--- config.mk ---
export PLATFORM = sky130hd
export DESIGN_NAME = voice_allocator_with_steal
export DESIGN_NICKNAME = d
export VERILOG_FILES = /design/src/rtl/core/vaws_pkg.sv /design/src/rtl/core/vaws_ram.sv /design/src/rtl/core/vaws_alu.sv /design/src/rtl/core/voice_allocator_with_steal.sv
export VERILOG_INCLUDE_DIRS = /design/src /design/src/rtl/core
export SDC_FILE = /design/constraint.sdc
export NUM_CORES = 1
export LEC_CHECK = 0
export BUFFER_PORTS_ARGS = -buffer_cell sky130_fd_sc_hd__buf_2
export CAP_MARGIN = 25
export CORE_MARGIN = 2
export CORE_UTILIZATION = 60
export DETAILED_ROUTE_END_ITERATION = 10
export GPL_ROUTABILITY_DRIVEN = 0
export HOLD_SLACK_MARGIN = 0.08
export PLACE_DENSITY = 0.73
export SLEW_MARGIN = 15
export SYNTH_ARGS = -nofsm -noshare
export SYNTH_HDL_FRONTEND = slang
export SYNTH_SLANG_ARGS = --single-unit
--- constraint.sdc ---
create_clock -name clk -period 13.27 [get_ports clk]
set_input_delay 0 -clock clk [delete_from_list [all_inputs] [get_ports clk]]
set_output_delay 0 -clock clk [all_outputs]
set_load 0.02 [all_outputs]
--- src/rtl/core/voice_allocator_with_steal_macros.svh ---
// assertion helpers for the voice allocator rtl
`ifndef VOICE_ALLOCATOR_WITH_STEAL_MACROS_SVH
`define VOICE_ALLOCATOR_WITH_STEAL_MACROS_SVH

// same-cycle implication, sampled on clk, off during reset
`define VAWS_ASSERT_NOW(label, ante, cons, msg) \
  label: assert property (@(posedge clk) disable iff (!rst_n) (ante) |-> (cons)) \
    else $error(msg);

// next-cycle implication, sampled on clk, off during reset
`define VAWS_ASSERT_NEXT(label, ante, cons, msg) \
  label: assert property (@(posedge clk) disable iff (!rst_n) (ante) |=> (cons)) \
    else $error(msg);

`endif

--- src/rtl/core/vaws_pkg.sv ---
`default_nettype none

package vaws_pkg;

  localparam int TimerW = 16;

  typedef enum logic [1:0] {
    KIND_TICK  = 2'd0,
    KIND_ALLOC = 2'd1,
    KIND_START = 2'd2,
    KIND_NOP   = 2'd3
  } kind_t;

  typedef enum logic [4:0] {
    S_IDLE  = 5'b00001,
    S_SCAN  = 5'b00010,
    S_STEAL = 5'b00100,
    S_DONE  = 5'b01000,
    S_SPARE = 5'b10000
  } state_t;

  // results of the shared timer unit
  typedef struct packed {
    logic              zero;
    logic              lt;
    logic [TimerW-1:0] dec;
  } alu_res_t;

endpackage

`default_nettype wire

--- src/rtl/core/vaws_ram.sv ---
`default_nettype none

module vaws_ram #(
  parameter int Width = 16,
  parameter int Depth = 32
) (
  input  wire logic             clk,
  input  wire logic             we,
  input  wire logic [((Depth > 1) ? $clog2(Depth) : 1)-1:0] waddr,
  input  wire logic [Width-1:0] wdata,
  input  wire logic             re,
  input  wire logic [((Depth > 1) ? $clog2(Depth) : 1)-1:0] raddr,
  output logic      [Width-1:0] rdata
);

  logic [Width-1:0] mem [Depth];

  always_ff @(posedge clk) begin
    if (we) begin
      mem[waddr] <= wdata;
    end
    if (re) begin
      rdata <= mem[raddr];
    end
  end

endmodule

`default_nettype wire

--- src/rtl/core/vaws_alu.sv ---
`default_nettype none

// one compare/decrement unit reused for every entry of a scan
module vaws_alu (
  input  wire logic [vaws_pkg::TimerW-1:0] timer,
  input  wire logic [vaws_pkg::TimerW:0]   best,
  output vaws_pkg::alu_res_t               res
);

  always_comb begin
    res.zero = (timer == '0);
    res.lt   = ({1'b0, timer} < best);
    res.dec  = timer - vaws_pkg::TimerW'(1);
  end

endmodule

`default_nettype wire

--- src/rtl/core/voice_allocator_with_steal.sv ---
`default_nettype none

// Voice allocator with shortest-remaining steal. Items: kind 0 tick, 1 allocate,
// 2 start note, 3 no operation; every item returns exactly one result item.
// Start note and no operation go from acceptance straight to the done state and
// take the next input item once their result has moved into the output register.
// Tick and allocate walk the timer memory one entry per cycle through a single
// compare/decrement unit: a full walk ends in the done state, and the next input
// item is taken once the result has moved into the output register (allocate
// stops early at the first free channel, and a steal passes through a steal state).
// The timer table is a registered-read RAM; busy flags and timer valid bits are
// flops cleared by reset, so no clearing pass is needed after reset. in_ready is
// high whenever no item is in progress; a finished result waits in the output
// register without blocking the next input.
module voice_allocator_with_steal #(
  parameter int CHANNELS = 32
) (
  input  wire logic       clk,
  input  wire logic       rst_n,
  input  wire logic       in_valid,
  output logic            in_ready,
  input  wire logic [1:0] in_kind,
  input  wire logic [4:0] in_chan,
  input  wire logic [15:0] in_duration,
  input  wire logic       in_track_valid,
  output logic            out_valid,
  input  wire logic       out_ready,
  output logic [4:0]      out_granted_chan,
  output logic            out_stolen,
  output logic [5:0]      out_voices_in_use
);

`include "voice_allocator_with_steal_macros.svh"

  localparam int IW   = (CHANNELS > 1) ? $clog2(CHANNELS) : 1;
  localparam int CNTW = $clog2(CHANNELS + 1);
  localparam int TW   = vaws_pkg::TimerW;
  localparam logic [IW-1:0]   LastIdx = IW'(CHANNELS - 1);
  localparam logic [CNTW-1:0] MaxCnt  = CNTW'(CHANNELS);

  vaws_pkg::state_t state_r, state_nxt;
  vaws_pkg::kind_t  kind_r, kind_nxt, in_kind_c;

  logic [IW-1:0]   scan_idx_r, scan_idx_nxt;
  logic            iss_r, iss_nxt;
  logic            ph_vld_r, ph_vld_nxt;
  logic [IW-1:0]   ph_idx_r, ph_idx_nxt;
  logic [TW:0]     best_val_r, best_val_nxt;
  logic [IW-1:0]   best_idx_r, best_idx_nxt;
  logic [CNTW-1:0] cnt_r, cnt_nxt;
  logic [CHANNELS-1:0] busy_r, busy_nxt;
  logic [CHANNELS-1:0] tval_r, tval_nxt;
  logic [IW-1:0]   res_idx_r, res_idx_nxt;
  logic            res_st_r, res_st_nxt;

  logic            out_valid_r;
  logic [4:0]      out_gr_r;
  logic            out_st_r;
  logic [5:0]      out_cnt_r;

  logic            in_fire;
  logic [IW+4:0]   chan_ext;
  logic [IW-1:0]   chan_idx;
  logic            chan_ok;
  logic [IW+4:0]   res_ext;
  logic [CNTW+5:0] cnt_ext;
  logic            out_load;

  logic            ram_we, ram_re;
  logic [IW-1:0]   ram_waddr, ram_raddr;
  logic [TW-1:0]   ram_wdata, ram_rdata;
  logic [TW-1:0]   timer_cur;
  vaws_pkg::alu_res_t alu;

  vaws_ram #(
    .Width(TW),
    .Depth(CHANNELS)
  ) u_timer_ram (
    .clk  (clk),
    .we   (ram_we),
    .waddr(ram_waddr),
    .wdata(ram_wdata),
    .re   (ram_re),
    .raddr(ram_raddr),
    .rdata(ram_rdata)
  );

  // never-written and stolen entries read as zero
  assign timer_cur = tval_r[ph_idx_r] ? ram_rdata : '0;

  vaws_alu u_alu (
    .timer(timer_cur),
    .best (best_val_r),
    .res  (alu)
  );

  assign in_ready  = (state_r == vaws_pkg::S_IDLE);
  assign in_fire   = in_valid && in_ready;
  assign in_kind_c = vaws_pkg::kind_t'(in_kind);
  assign chan_ext  = {IW'(0), in_chan};
  assign chan_idx  = chan_ext[IW-1:0];
  assign chan_ok   = (chan_ext < (IW+5)'(CHANNELS));
  assign res_ext   = {5'd0, res_idx_r};
  assign cnt_ext   = {6'd0, cnt_r};
  assign out_load  = (state_r == vaws_pkg::S_DONE) && (!out_valid_r || out_ready);

  always_comb begin
    state_nxt    = state_r;
    kind_nxt     = kind_r;
    scan_idx_nxt = scan_idx_r;
    iss_nxt      = iss_r;
    ph_vld_nxt   = 1'b0;
    ph_idx_nxt   = ph_idx_r;
    best_val_nxt = best_val_r;
    best_idx_nxt = best_idx_r;
    cnt_nxt      = cnt_r;
    busy_nxt     = busy_r;
    tval_nxt     = tval_r;
    res_idx_nxt  = res_idx_r;
    res_st_nxt   = res_st_r;
    ram_we       = 1'b0;
    ram_waddr    = chan_idx;
    ram_wdata    = in_duration;
    ram_re       = 1'b0;
    ram_raddr    = scan_idx_r;

    unique case (state_r)
      vaws_pkg::S_IDLE: begin
        if (in_fire) begin
          kind_nxt     = in_kind_c;
          res_idx_nxt  = '0;
          res_st_nxt   = 1'b0;
          scan_idx_nxt = '0;
          iss_nxt      = 1'b1;
          best_val_nxt = {1'b1, TW'(0)};
          best_idx_nxt = '0;
          unique case (in_kind_c)
            vaws_pkg::KIND_TICK, vaws_pkg::KIND_ALLOC: begin
              state_nxt = vaws_pkg::S_SCAN;
            end
            vaws_pkg::KIND_START: begin
              state_nxt = vaws_pkg::S_DONE;
              if (chan_ok) begin
                ram_we             = 1'b1;
                tval_nxt[chan_idx] = 1'b1;
                busy_nxt[chan_idx] = in_track_valid;
                if (cnt_r != MaxCnt) begin
                  cnt_nxt = cnt_r + CNTW'(1);
                end
              end
            end
            default: begin
              state_nxt = vaws_pkg::S_DONE;
            end
          endcase
        end
      end

      vaws_pkg::S_SCAN: begin
        // issue stage: one read per cycle
        if (iss_r) begin
          ram_re     = 1'b1;
          ph_vld_nxt = 1'b1;
          ph_idx_nxt = scan_idx_r;
          if (scan_idx_r == LastIdx) begin
            iss_nxt = 1'b0;
          end else begin
            scan_idx_nxt = scan_idx_r + IW'(1);
          end
        end
        // process stage: data of the entry read last cycle
        if (ph_vld_r) begin
          if (kind_r == vaws_pkg::KIND_TICK) begin
            if (!alu.zero) begin
              ram_we    = 1'b1;
              ram_waddr = ph_idx_r;
              ram_wdata = alu.dec;
            end else begin
              if (busy_r[ph_idx_r] && (cnt_r != '0)) begin
                cnt_nxt = cnt_r - CNTW'(1);
              end
              busy_nxt[ph_idx_r] = 1'b0;
            end
            if (ph_idx_r == LastIdx) begin
              state_nxt  = vaws_pkg::S_DONE;
              ph_vld_nxt = 1'b0;
            end
          end else begin
            if (alu.lt) begin
              best_val_nxt = {1'b0, timer_cur};
              best_idx_nxt = ph_idx_r;
            end
            if (!busy_r[ph_idx_r]) begin
              res_idx_nxt = ph_idx_r;
              state_nxt   = vaws_pkg::S_DONE;
              ph_vld_nxt  = 1'b0;
              iss_nxt     = 1'b0;
            end else if (ph_idx_r == LastIdx) begin
              state_nxt  = vaws_pkg::S_STEAL;
              ph_vld_nxt = 1'b0;
            end
          end
        end
      end

      vaws_pkg::S_STEAL: begin
        tval_nxt[best_idx_r] = 1'b0;
        busy_nxt[best_idx_r] = 1'b0;
        if (cnt_r != '0) begin
          cnt_nxt = cnt_r - CNTW'(1);
        end
        res_idx_nxt = best_idx_r;
        res_st_nxt  = 1'b1;
        state_nxt   = vaws_pkg::S_DONE;
      end

      vaws_pkg::S_DONE: begin
        if (out_load) begin
          state_nxt = vaws_pkg::S_IDLE;
        end
      end

      default: begin
        state_nxt = vaws_pkg::S_IDLE;
      end
    endcase
  end

  always_ff @(posedge clk) begin
    if (!rst_n) begin
      state_r     <= vaws_pkg::S_IDLE;
      iss_r       <= 1'b0;
      ph_vld_r    <= 1'b0;
      cnt_r       <= '0;
      busy_r      <= '0;
      tval_r      <= '0;
      out_valid_r <= 1'b0;
    end else begin
      state_r  <= state_nxt;
      iss_r    <= iss_nxt;
      ph_vld_r <= ph_vld_nxt;
      cnt_r    <= cnt_nxt;
      busy_r   <= busy_nxt;
      tval_r   <= tval_nxt;
      if (out_load) begin
        out_valid_r <= 1'b1;
      end else if (out_ready) begin
        out_valid_r <= 1'b0;
      end
    end
  end

  always_ff @(posedge clk) begin
    kind_r     <= kind_nxt;
    scan_idx_r <= scan_idx_nxt;
    ph_idx_r   <= ph_idx_nxt;
    best_val_r <= best_val_nxt;
    best_idx_r <= best_idx_nxt;
    res_idx_r  <= res_idx_nxt;
    res_st_r   <= res_st_nxt;
    if (out_load) begin
      out_gr_r  <= res_ext[4:0];
      out_st_r  <= res_st_r;
      out_cnt_r <= cnt_ext[5:0];
    end
  end

  assign out_valid         = out_valid_r;
  assign out_granted_chan  = out_gr_r;
  assign out_stolen        = out_st_r;
  assign out_voices_in_use = out_cnt_r;

  `VAWS_ASSERT_NOW(a_cnt_bound, 1'b1, cnt_r <= MaxCnt, "voice count above channel count")
  `VAWS_ASSERT_NOW(a_ph_in_scan, ph_vld_r, state_r == vaws_pkg::S_SCAN,
                   "entry data pending outside a scan")
  `VAWS_ASSERT_NEXT(a_steal_count, (state_r == vaws_pkg::S_STEAL) && (cnt_r != '0),
                    cnt_r == $past(cnt_r) - CNTW'(1), "steal did not release a voice")
  `VAWS_ASSERT_NEXT(a_short_item,
                    in_fire && ((in_kind_c == vaws_pkg::KIND_START) ||
                                (in_kind_c == vaws_pkg::KIND_NOP)),
                    state_r == vaws_pkg::S_DONE, "single-cycle item did not finish")

endmodule

`default_nettype wire
* Word-level counts from Yosys, hierarchy flattened
Memories as Yosys holds them, arrays and structs flattened. A register that Yosys moved wholly into a read port is not among the register bits. Index checks and enable logic that the tools add are counted.
Word-level totals: register bits 130, bits in writable memories 512, bits of input ports 28, output and inout bits 14, logic and storage cells 184, memories kept 1
Cells by class: add/subtract/negate cells 4, order comparisons 8, equality and inequality tests 26, multiplexer cells 93, bitwise operators 6, reductions and logical operators 29
Memory list:
- u_timer_ram.mem | depth 32, width 16, rd ports 1, clocked after Yosys merged registers in 1, write ports 1, line vaws_ram.sv:16 | logic [Width-1:0] mem [Depth];
Operators by type and width (count):
- $mux 32 | 9
- $mux 5 | 20
- $and 32x32->32 | 3
- $pmux 32 s3 | 1
- $mux 16 | 5
- $mux 17 | 4
- $not 32->32 | 2
- $pmux 32 s2 | 1
- $mux 6 | 9
- $pmux 17 s2 | 1
- $bwmux 32 | 1
- $or 32x32->32 | 1
- $mux 1 | 28
- $lt 5x6->1 const B | 4
- $ne 2x2->1 const B | 11
- $pmux 5 s2 | 2
- $pmux 5 s4 | 1
- $pmux 6 s3 | 1
- $lt 16x17->1 | 1
- $logic_not 16->1 | 1
- $sub 16x1->16 const B | 1
- $demux 1 s5 | 3
- $ge 5x1->1 const B | 3
- $pmux 5 s3 | 1
- other kinds (29) | 52

* Depth between registers and ports, before layout
Gate-level depths: netlist of run 1.
depth in word-level cells 10, gate-level depth with buffers 19, gate-level depth less buffers 14

* Hierarchy
From an unflattened synthesis of run 1, not the netlist that was laid out.
Unflattened totals: cells, all modules 2001, area total of the unflattened synthesis 28220.8 um^2
Modules (own cells, without submodules):
- vaws_ram | times used 1, cells an instance 1143, area an instance 20694.8 um^2, sequential area each 15855.2 um^2
- voice_allocator_with_steal | times used 1, cells an instance 760, area an instance 6825.3 um^2, sequential area each 3103.0 um^2
- vaws_alu | times used 1, cells an instance 98, area an instance 700.7 um^2, sequential area each 0.0 um^2

* Least setup slack after synthesis of run 1
OpenSTA, ideal clock, no wires.
kind register to register, start register ph_idx_r[0], end memory u_timer_ram.mem[0][6], data pin, library setup time 0.454 ns, arrival 4.287 ns, data required time 12.816 ns, setup slack 8.529 ns, stages on the path, launching flop included 15, path buffers 6, period minus slack after synthesis 4.741 ns, path through edfxtp_1 > buf_6 > mux2_2 > a221o_1 > a221oi_1 > a21oi_1 > clkbuf_1 > clkbuf_1 > clkbuf_1 > nand2_1 > ha_1 > clkbuf_1 > clkbuf_1 > o21ai_0 > o21ai_0
Between the ends: cells in the longest elaborated chain, start to end 8, elaborated cells on any way between the ends 9, those cells by class add/sub (1); mux (7); reduce/logical (1)
RTL lines:
- start: declaration | line voice_allocator_with_steal.sv:47 | logic [IW-1:0] ph_idx_r, ph_idx_nxt;
- start signal: assignment | line voice_allocator_with_steal.sv:256 | ph_idx_r <= ph_idx_nxt;
- $bmux 1 s5 (*) | line voice_allocator_with_steal.sv:89 | assign timer_cur = tval_r[ph_idx_r] ? ram_rdata : '0;
- $mux 1 (not written as such) (*) | line voice_allocator_with_steal.sv:89
- $mux 16 (*) | line voice_allocator_with_steal.sv:89
- $sub 16x1->16 or $logic_not 16->1 (tied branches) | line vaws_alu.sv:13, vaws_alu.sv:11
- $mux 16 (*) | line voice_allocator_with_steal.sv:174 | if (!alu.zero) begin
- $mux 16 (*) | line voice_allocator_with_steal.sv:173 | if (kind_r == vaws_pkg::KIND_TICK) begin
- $mux 16 (*) | line voice_allocator_with_steal.sv:172 | if (ph_vld_r) begin
- $mux 16 (*) | line voice_allocator_with_steal.sv:127 | unique case (state_r)
- named net ram_wdata[6] | line voice_allocator_with_steal.sv:71 | logic [TW-1:0] ram_wdata, ram_rdata;
- end: declaration | line vaws_ram.sv:16
Mark *: on every way through the listed nets, which the timed path passes. The rest lies on a longest branch. The select of a mux whose other input is x is not followed.

* Worst setup path in the final report of run 1
start register ph_idx_r[3], end memory u_timer_ram.mem[27][10], enable pin
Between the ends: cells in the longest elaborated chain, start to end 10, elaborated cells on any way between the ends 14, those cells by class mux (13); reduce/logical (1)
RTL lines:
- $bmux 1 s5 | line voice_allocator_with_steal.sv:89
- $mux 1 (not written as such) | line voice_allocator_with_steal.sv:89
- $mux 16 | line voice_allocator_with_steal.sv:89
- $logic_not 16->1 | line vaws_alu.sv:11 | res.zero = (timer == '0);
- $mux 1 | line voice_allocator_with_steal.sv:174
- $mux 1 | line voice_allocator_with_steal.sv:173
- $mux 1 | line voice_allocator_with_steal.sv:172
- $pmux 1 s2 | line voice_allocator_with_steal.sv:127
- $mux 1 | line vaws_ram.sv:19 | if (we) begin
- $mux 1 (not written as such) | line vaws_ram.sv:20 | mem[waddr] <= wdata;
Parallel ways exist; a longest one is shown, timed or not. The select of a mux whose other input is x is not followed.

==> impl_metrics.tcl, run 1 <==
set metrics [dict create \
    vias 16900 \
    finalHoldViolations 0 \
    fmax_mhz 167 \
    cp_cell_sequence "nor2b_1 > a221oi_1 > a2bb2oi_1 > a21oi_2 > buf_4 > nand2_1 > ha_1 > a21oi_2 > nand3_1 > o22ai_2" \
    initial_core_util_pct 60.7 \
    irDropWorstVdd_uv 122 \
    crit_arrival_ps 6200 \
    grt_pass1_vias 15900 \
    finalPower_mw 4.70 \
    pwr-share-comb_pct 10.7 \
    routed_via_density 7.00 \
    grt_pass1_wl_microns 106000 \
    skew_ps 46.9 \
    seq_area_frac_synth_pct 67.3 \
    hpwl_microns 44200 \
    setup_viol 0 \
    switching_power_mw 1.11 \
    hold_ws_ps 130 \
    rows 79 \
    cts_resized 0 \
    hp-class "primary input to flip-flop" \
    tightest_slew_ps 1130 \
    drcViolationCount 0 \
    cts_setup_buffers 0 \
    layout_commonest_cell "edfxtp_1" \
    fin_crit_sh_pct 45.1 \
    p_int_mw 3.58 \
    nets 1819 \
    fillers 2991 \
    overflow 0 \
    final_max_slew_viol_count 0 \
    crit_required_ps 13490 \
    powerDensity_nw_per_um2 149 \
    netlist_area_sq_um 28200 \
    slowest_delay_ps 1070 \
    finalWirelength_microns 73600 \
    postRouteAntennaNets 0 \
    max-slew-margin-rel_pct 25.0 \
    clock_latency_ps 630 \
    cp_common_cell "a21oi_2" \
    synth_ff_type "edfxtp_1" \
    crit_fanout 47 \
    synthesis.nets 1781 \
    cts_tree "done" \
    worst-setup-path-type "flip-flop to flip-flop" \
    synthToLayoutAreaGrowth_pct 11.9 \
    status "complete, no violations" \
    synth_edf_count 580 \
    clkTransAtPathRegs_ps 70 \
    synth.avg_cell_area_sq_um 16.3 \
    slowest_stage "o22ai_2" \
    power_frac_seq_pct 49.3 \
    leakagePower_nw 10.3 \
    core_sq_um 46500 \
    rsz0062_at_grt "false" \
    track_usage_pct 30.6 \
    synthArstFlopShare_pct 0 \
    drtIter0Drc 2512 \
    critPathBufInv 1 \
    end_kind "flip-flop" \
    setup_tns_ps 0 \
    cts-htree-levels 3 \
    antenna_found_initial 0 \
    antenna-diode-count 0 \
    routedWlPerCell_microns 30.4 \
    cts_sinks 657 \
    io_buffers 41 \
    layout_common_cells "edfxtp_1, mux4_2, nor2_1, nand2_1, dfxtp_1" \
    fin_crit_ps 5980 \
    clkPwrFrac_pct 40.0 \
    synth_cells 1730 \
    first_pass_iters 6 \
    ys_seq_elements 657 \
    numCtsBuffers 67 \
    pin_count 42 \
    die_y_microns 221 \
    startpoint_type "flip-flop" \
    maxCapViolCount 0 \
    grt_start_max_net_pins 132 \
    cts_root_buffer "clkbuf_16" \
    yosys.cell_types.count 64 \
    p_sw_share_pct 23.7 \
    path_delay_family "compound AO/OA/AOI/OAI gates" \
    die_x_microns 221 \
    die_area_sq_um 48700 \
    ys.warnings.count 0 \
    final_core_util_pct 67.9 \
    drive_gt1_share_pct 24.0 \
    clockBufferDepth 3 \
]
-- layout make-up --
type	count	area [sq um]	area share (%)
Multi-Input combinational cell	926	8860	28.1
Clock buffer	83	1790	5.67
Tap cell	607	759	2.41
Timing Repair Buffer	84	667	2.11
Inverter	32	120	0.381
Sequential cell	657	19000	60.1
Clock inverter	33	389	1.23
-- final timing paths --
kind,startpoint,to,slack (ps),cells after the start
min,in_duration[5],u_timer_ram.mem[4][5],130,3
max,ph_idx_r[3],u_timer_ram.mem[27][10],7290,10
max reg2reg,ph_idx_r[3],u_timer_ram.mem[27][10],7290,10
min reg2reg,res_idx_r[4],out_granted_chan[4],420,0
-- worst register-to-register path: stages (launching register included) --
cell and delay, ps:
edfxtp_1 660, nor2b_1 420, a221oi_1 130, a2bb2oi_1 200, a21oi_2 200, buf_4 420
nand2_1 190, ha_1 460, a21oi_2 880, nand3_1 920, o22ai_2 1070
-- kinds of logic after synthesis --
kind of cell | Yosys count | share of synthesized area (%)
DFF | 657 | 67.3
and+or+nand+nor | 380 | 6.79
AOI/OAI and AO/OA | 296 | 7.37
muxes | 214 | 15.0
buffers and inverters | 147 | 2.14
adders and majority gates | 23 | 1.05
xor gates and xnor gates | 13 | 0.404
-- power by group through the flow --
stage                     registers [mW]  logic [mW]  clock network [mW]
final                               2.31       0.501                1.88
after detailed placement            2.36       0.483                   0
after floorplan                     2.34       0.335                   0
after global routing                2.32       0.525                1.98
after CTS                           2.31       0.490                1.90
after global placement              2.36       0.478                   0
-- synth_stat cells (all sizes together) (16+ instances only) --
| cell type | number | area [sq um] |
|---|---|---|
| o22ai | 16 | 125 |
| o221a | 32 | 360 |
| and3 | 33 | 206 |
| a21boi | 23 | 173 |
| o21ai | 70 | 350 |
| edfxtp | 580 | 17400 |
| and2 | 31 | 194 |
| nand3 | 32 | 160 |
| mux2i | 26 | 260 |
| ha | 22 | 275 |
| o221ai | 28 | 245 |
| a21oi | 62 | 314 |
| nor2 | 93 | 349 |
| nand2 | 91 | 342 |
| buf | 31 | 169 |
| nor3 | 24 | 120 |
| mux2 | 24 | 270 |
| dfxtp | 77 | 1540 |
| a21o | 16 | 120 |
| mux4 | 164 | 3690 |
| inv | 32 | 120 |
| clkbuf | 84 | 315 |
-- metrics by stage --
stage	cell area, sq um	worst slack [ps]	instances
2_1_floorplan	28200	8530	1730
3_3_place_gp	29100	7510	2285
4_1_cts	31400	7380	2413
6_report	31500	7290	2422
3_5_place_dp	29100	7370	2286
5_1_grt	31500	7050	2422
-- timing repair --
item,4_1_cts,5_1_grt
endpoints found under the setup margin,0,0
hold buffers,11,3
hold endpoints to repair,27,23
-- metal layers --
layer	vias up	track usage [%]	wire length [microns]
met3	172	7.40	8330
met2	1173	46.4	34000
li1	7022	-	-
met4	0	11.5	3110
met1	8576	43.9	28200
met5	-	0	0
-- flip-flops by register name, indices dropped and copies added (netlist names), 6 cells and up --
register           cells
u_timer_ram.rdata     16
busy_r                32
tval_r                32
best_val_r            17
out_voices_in_use      6
cnt_r                  6
u_timer_ram.mem      512
Power figures use the tool's default switching activity.
==> inputs of run 2 (changes only) <==
--- a/config.mk
+++ b/config.mk
@@ -6,6 +6,7 @@
 export SDC_FILE = /design/constraint.sdc
 export NUM_CORES = 1
 export LEC_CHECK = 0
+export ABC_AREA = 1
 export BUFFER_PORTS_ARGS = -buffer_cell sky130_fd_sc_hd__buf_2
 export CAP_MARGIN = 25
 export CORE_MARGIN = 2
==> constraint.sdc (replaced) <==
create_clock -name clk -period 5.7 [get_ports clk]
set_input_delay 0 -clock clk [delete_from_list [all_inputs] [get_ports clk]]
set_output_delay 0 -clock clk [all_outputs]
set_load 0.02 [all_outputs]
==> impl_metrics.tcl, run 2 <==
set metrics [dict create \
    fmax_mhz 206 \
    cts_resized 0 \
    antenna_found_initial 1 \
    synth_area_leader_cell "edfxtp_1" \
    yosysMostFrequentCell "edfxtp_1" \
    fin_crit_ps 4860 \
    startpoint "ph_idx_r[0]" \
    skew_ps 19.1 \
    wl_met2_microns 37200 \
    r2r_start "ph_idx_r[0]" \
    seq_area_frac_synth_pct 65.0 \
    die_x_microns 224 \
    layout_commonest_cell "edfxtp_1" \
    postRouteAntennaNets 0 \
    reg_top3 "u_timer_ram.mem x512, busy_r x32, tval_r x32" \
    track_usage_pct 32.0 \
    cts_setup_buffers 0 \
    layout_common_cells "edfxtp_1, nor2_1, nand2_1, o21ai_0, inv_1" \
    post-place-cells 3378 \
    ys_seq_elements 657 \
    nets 2909 \
    drcViolationCount 0 \
    grt_pass1_wl_microns 122000 \
    crit_fanout 26 \
    worstReg2RegEnd "u_timer_ram.mem[9][14]" \
    io_buffers 41 \
    numCtsBuffers 68 \
    maxCapViolCount 0 \
    ys.warnings.count 0 \
    cp-endpoint "u_timer_ram.mem[9][14]" \
    netlist_area_sq_um 29200 \
    overflow 0 \
    hpwl_microns 48400 \
    reg2reg_setup_slack_ps 840 \
    synth_top_area_share_pct 59.7 \
    dp_slack_ps 913 \
    routedWlPerCell_microns 22.9 \
    clkPwrFrac_pct 32.7 \
    cts_sinks 657 \
    leakagePower_nw 11.5 \
    synthAdderAreaFrac_pct 1.01 \
    worst-r2r-cell-count 21 \
    setup_ws_ps 841 \
    met3_length_microns 9300 \
    p_sw_share_pct 33.2 \
    clockBufferDepth 3 \
    stdcell_count 3528 \
    antenna-diode-count 0 \
    synth_mux_area_share_pct 0 \
    final_max_slew_viol_count 0 \
    clkTransAtPathRegs_ps 60 \
    drtIter0Drc 3395 \
    routed_via_density 6.34 \
    synthesis.nets 2869 \
    end_kind "flip-flop" \
    synthXorXnorAreaFrac_pct 0.361 \
    status "complete, no violations" \
    drive_gt1_share_pct 9.65 \
    cts-htree-levels 3 \
    yosys-top-cells-area "edfxtp_1, nor2_1, o21ai_0, dfxtp_1, nand2_1" \
    die_y_microns 224 \
    rsz0062_at_grt "false" \
    top_layer "met5" \
    finalHoldViolations 0 \
    synthArstFlopShare_pct 0 \
    worst-setup-path-type "flip-flop to flip-flop" \
    powerDensity_nw_per_um2 407 \
    die_area_sq_um 50400 \
    largest-register "u_timer_ram.mem" \
    switching_power_mw 4.41 \
    pin_count 42 \
    grt_pass1_vias 21300 \
    finalWirelength_microns 80800 \
    yosys.cell_types.count 45 \
    clock_latency_ps 600 \
    fin_crit_sh_pct 85.3 \
    setup_tns_ps 0 \
    fillers 3416 \
    setup_viol 0 \
    ctsHoldBuffers 16 \
    cts_root_buffer "clkbuf_16" \
    initial_core_util_pct 60.9 \
    crit_required_ps 6140 \
    synth_compound_area_share_pct 13.2 \
    tightest_slew_ps 1030 \
    max-slew-margin-rel_pct 31.2 \
    vias 22400 \
    synth_cells 2818 \
    hp-class "primary input to flip-flop" \
    cts_tree "done" \
    rows 80 \
    core_sq_um 47800 \
    crit_arrival_ps 5290 \
    startpoint_type "flip-flop" \
    final_core_util_pct 68.1 \
    irDropWorstVdd_uv 301 \
    synth.avg_cell_area_sq_um 10.3 \
    synth_ff_type "edfxtp_1" \
    synthToLayoutAreaGrowth_pct 11.8 \
    first_pass_iters 7 \
    synth_edf_count 580 \
    synthSimpleGateAreaFrac_pct 15.7 \
    pwr-share-comb_pct 25.0 \
    power_frac_seq_pct 42.3 \
    met1_length_microns 30400 \
    synth_top_family_by_area "simple AND/OR/NAND/NOR gates" \
    ys_top_cells_by_count "edfxtp_1, nor2_1, nand2_1" \
    largest_reg_flops 512 \
    p_int_mw 8.87 \
    grt_start_max_net_pins 206 \
]
[run 2: cell count changes after synthesis, moves of 32 or more]
cell / before / now
nor2_1: 93 / 516
and3_1: 33 / 0
nand4_1: 3 / 68
o221a_2: 32 / 0
o22ai_1: 12 / 162
o21ai_0: 58 / 376
clkbuf_1: 84 / 140
mux4_2: 164 / 0
inv_1: 31 / 178
nand2_1: 91 / 384
[run 2: area by class of cell]
class                      count  area (sq um)  share of cell area [%]
clock buffer                  89          1910                    5.85
clock inverter                36           275                   0.845
inverter                     188           712                    2.18
multi-input combinational   1811          8920                    27.4
sequential                   657         19000                    58.2
tap                          615           769                    2.36
timing repair buffer         132          1040                    3.21
[run 2: power by group through the flow]
stage               clock, mW  combinational, mW  sequential [mW]
floorplan                   0               2.09             5.70
global placement            0               3.10             5.71
detailed placement          0               3.18             5.72
CTS                      4.37               3.22             5.62
global route             4.55               3.57             5.63
finish                   4.34               3.31             5.62
[run 2: kinds of logic (layout without fill, tap and decap cells)]
| logic type | count (synthesis) | in the layout |
|---|---|---|
| AOI/OAI and AO/OA | 688 | 688 |
| xor gates and xnor gates | 12 | 12 |
| adders and majority gates | 23 | 23 |
| buffers and inverters | 350 | 445 |
| DFF | 657 | 657 |
| and+or+nand+nor | 1088 | 1088 |
[run 2: worst min path at each step]
stage | from | depth (start not counted) | to
final | in_duration[7] | 3 | u_timer_ram.mem[0][7]
after floorplan | in_kind[0] | 0 | kind_r[0]
after CTS | in_duration[7] | 3 | u_timer_ram.mem[3][7]
after detailed placement | in_kind[1] | 1 | kind_r[1]
after global routing | in_duration[15] | 4 | u_timer_ram.mem[9][15]
after global placement | in_kind[1] | 1 | kind_r[1]
[run 2: layer usage]
metal,up-vias,global-route usage (%)
li1,10100,-
met1,10600,43.7
met2,1469,50.0
met3,217,6.10
met4,2,15.2
met5,-,0
[run 2: per-stage QoR]
stage               total power [mW]  hold WS (ps)  cell area (sq um)
finish                          13.3           125              32600
global route                    13.8           130              32600
CTS                             13.2          95.2              32500
detailed placement              8.90           228              30100
global placement                8.81           223              30100
floorplan                       7.79          98.9              29200
[run 2: worst max-delay path, stage by stage (launching register included)]
cell and delay [ps]:
edfxtp_1 670, inv_2 410, nand2_1 110, nand2_1 80
nand2_1 50, nand2_1 90, nand2_1 50, nand2_1 80
nor2_1 50, nand2_2 330, inv_1 180, nor2_1 170
inv_1 90, ha_1 220, nand2_2 120, nor2_4 70
nand2_8 110, nand2_8 170, inv_2 380, nor2_1 90
a31oi_2 770, buf_4 340
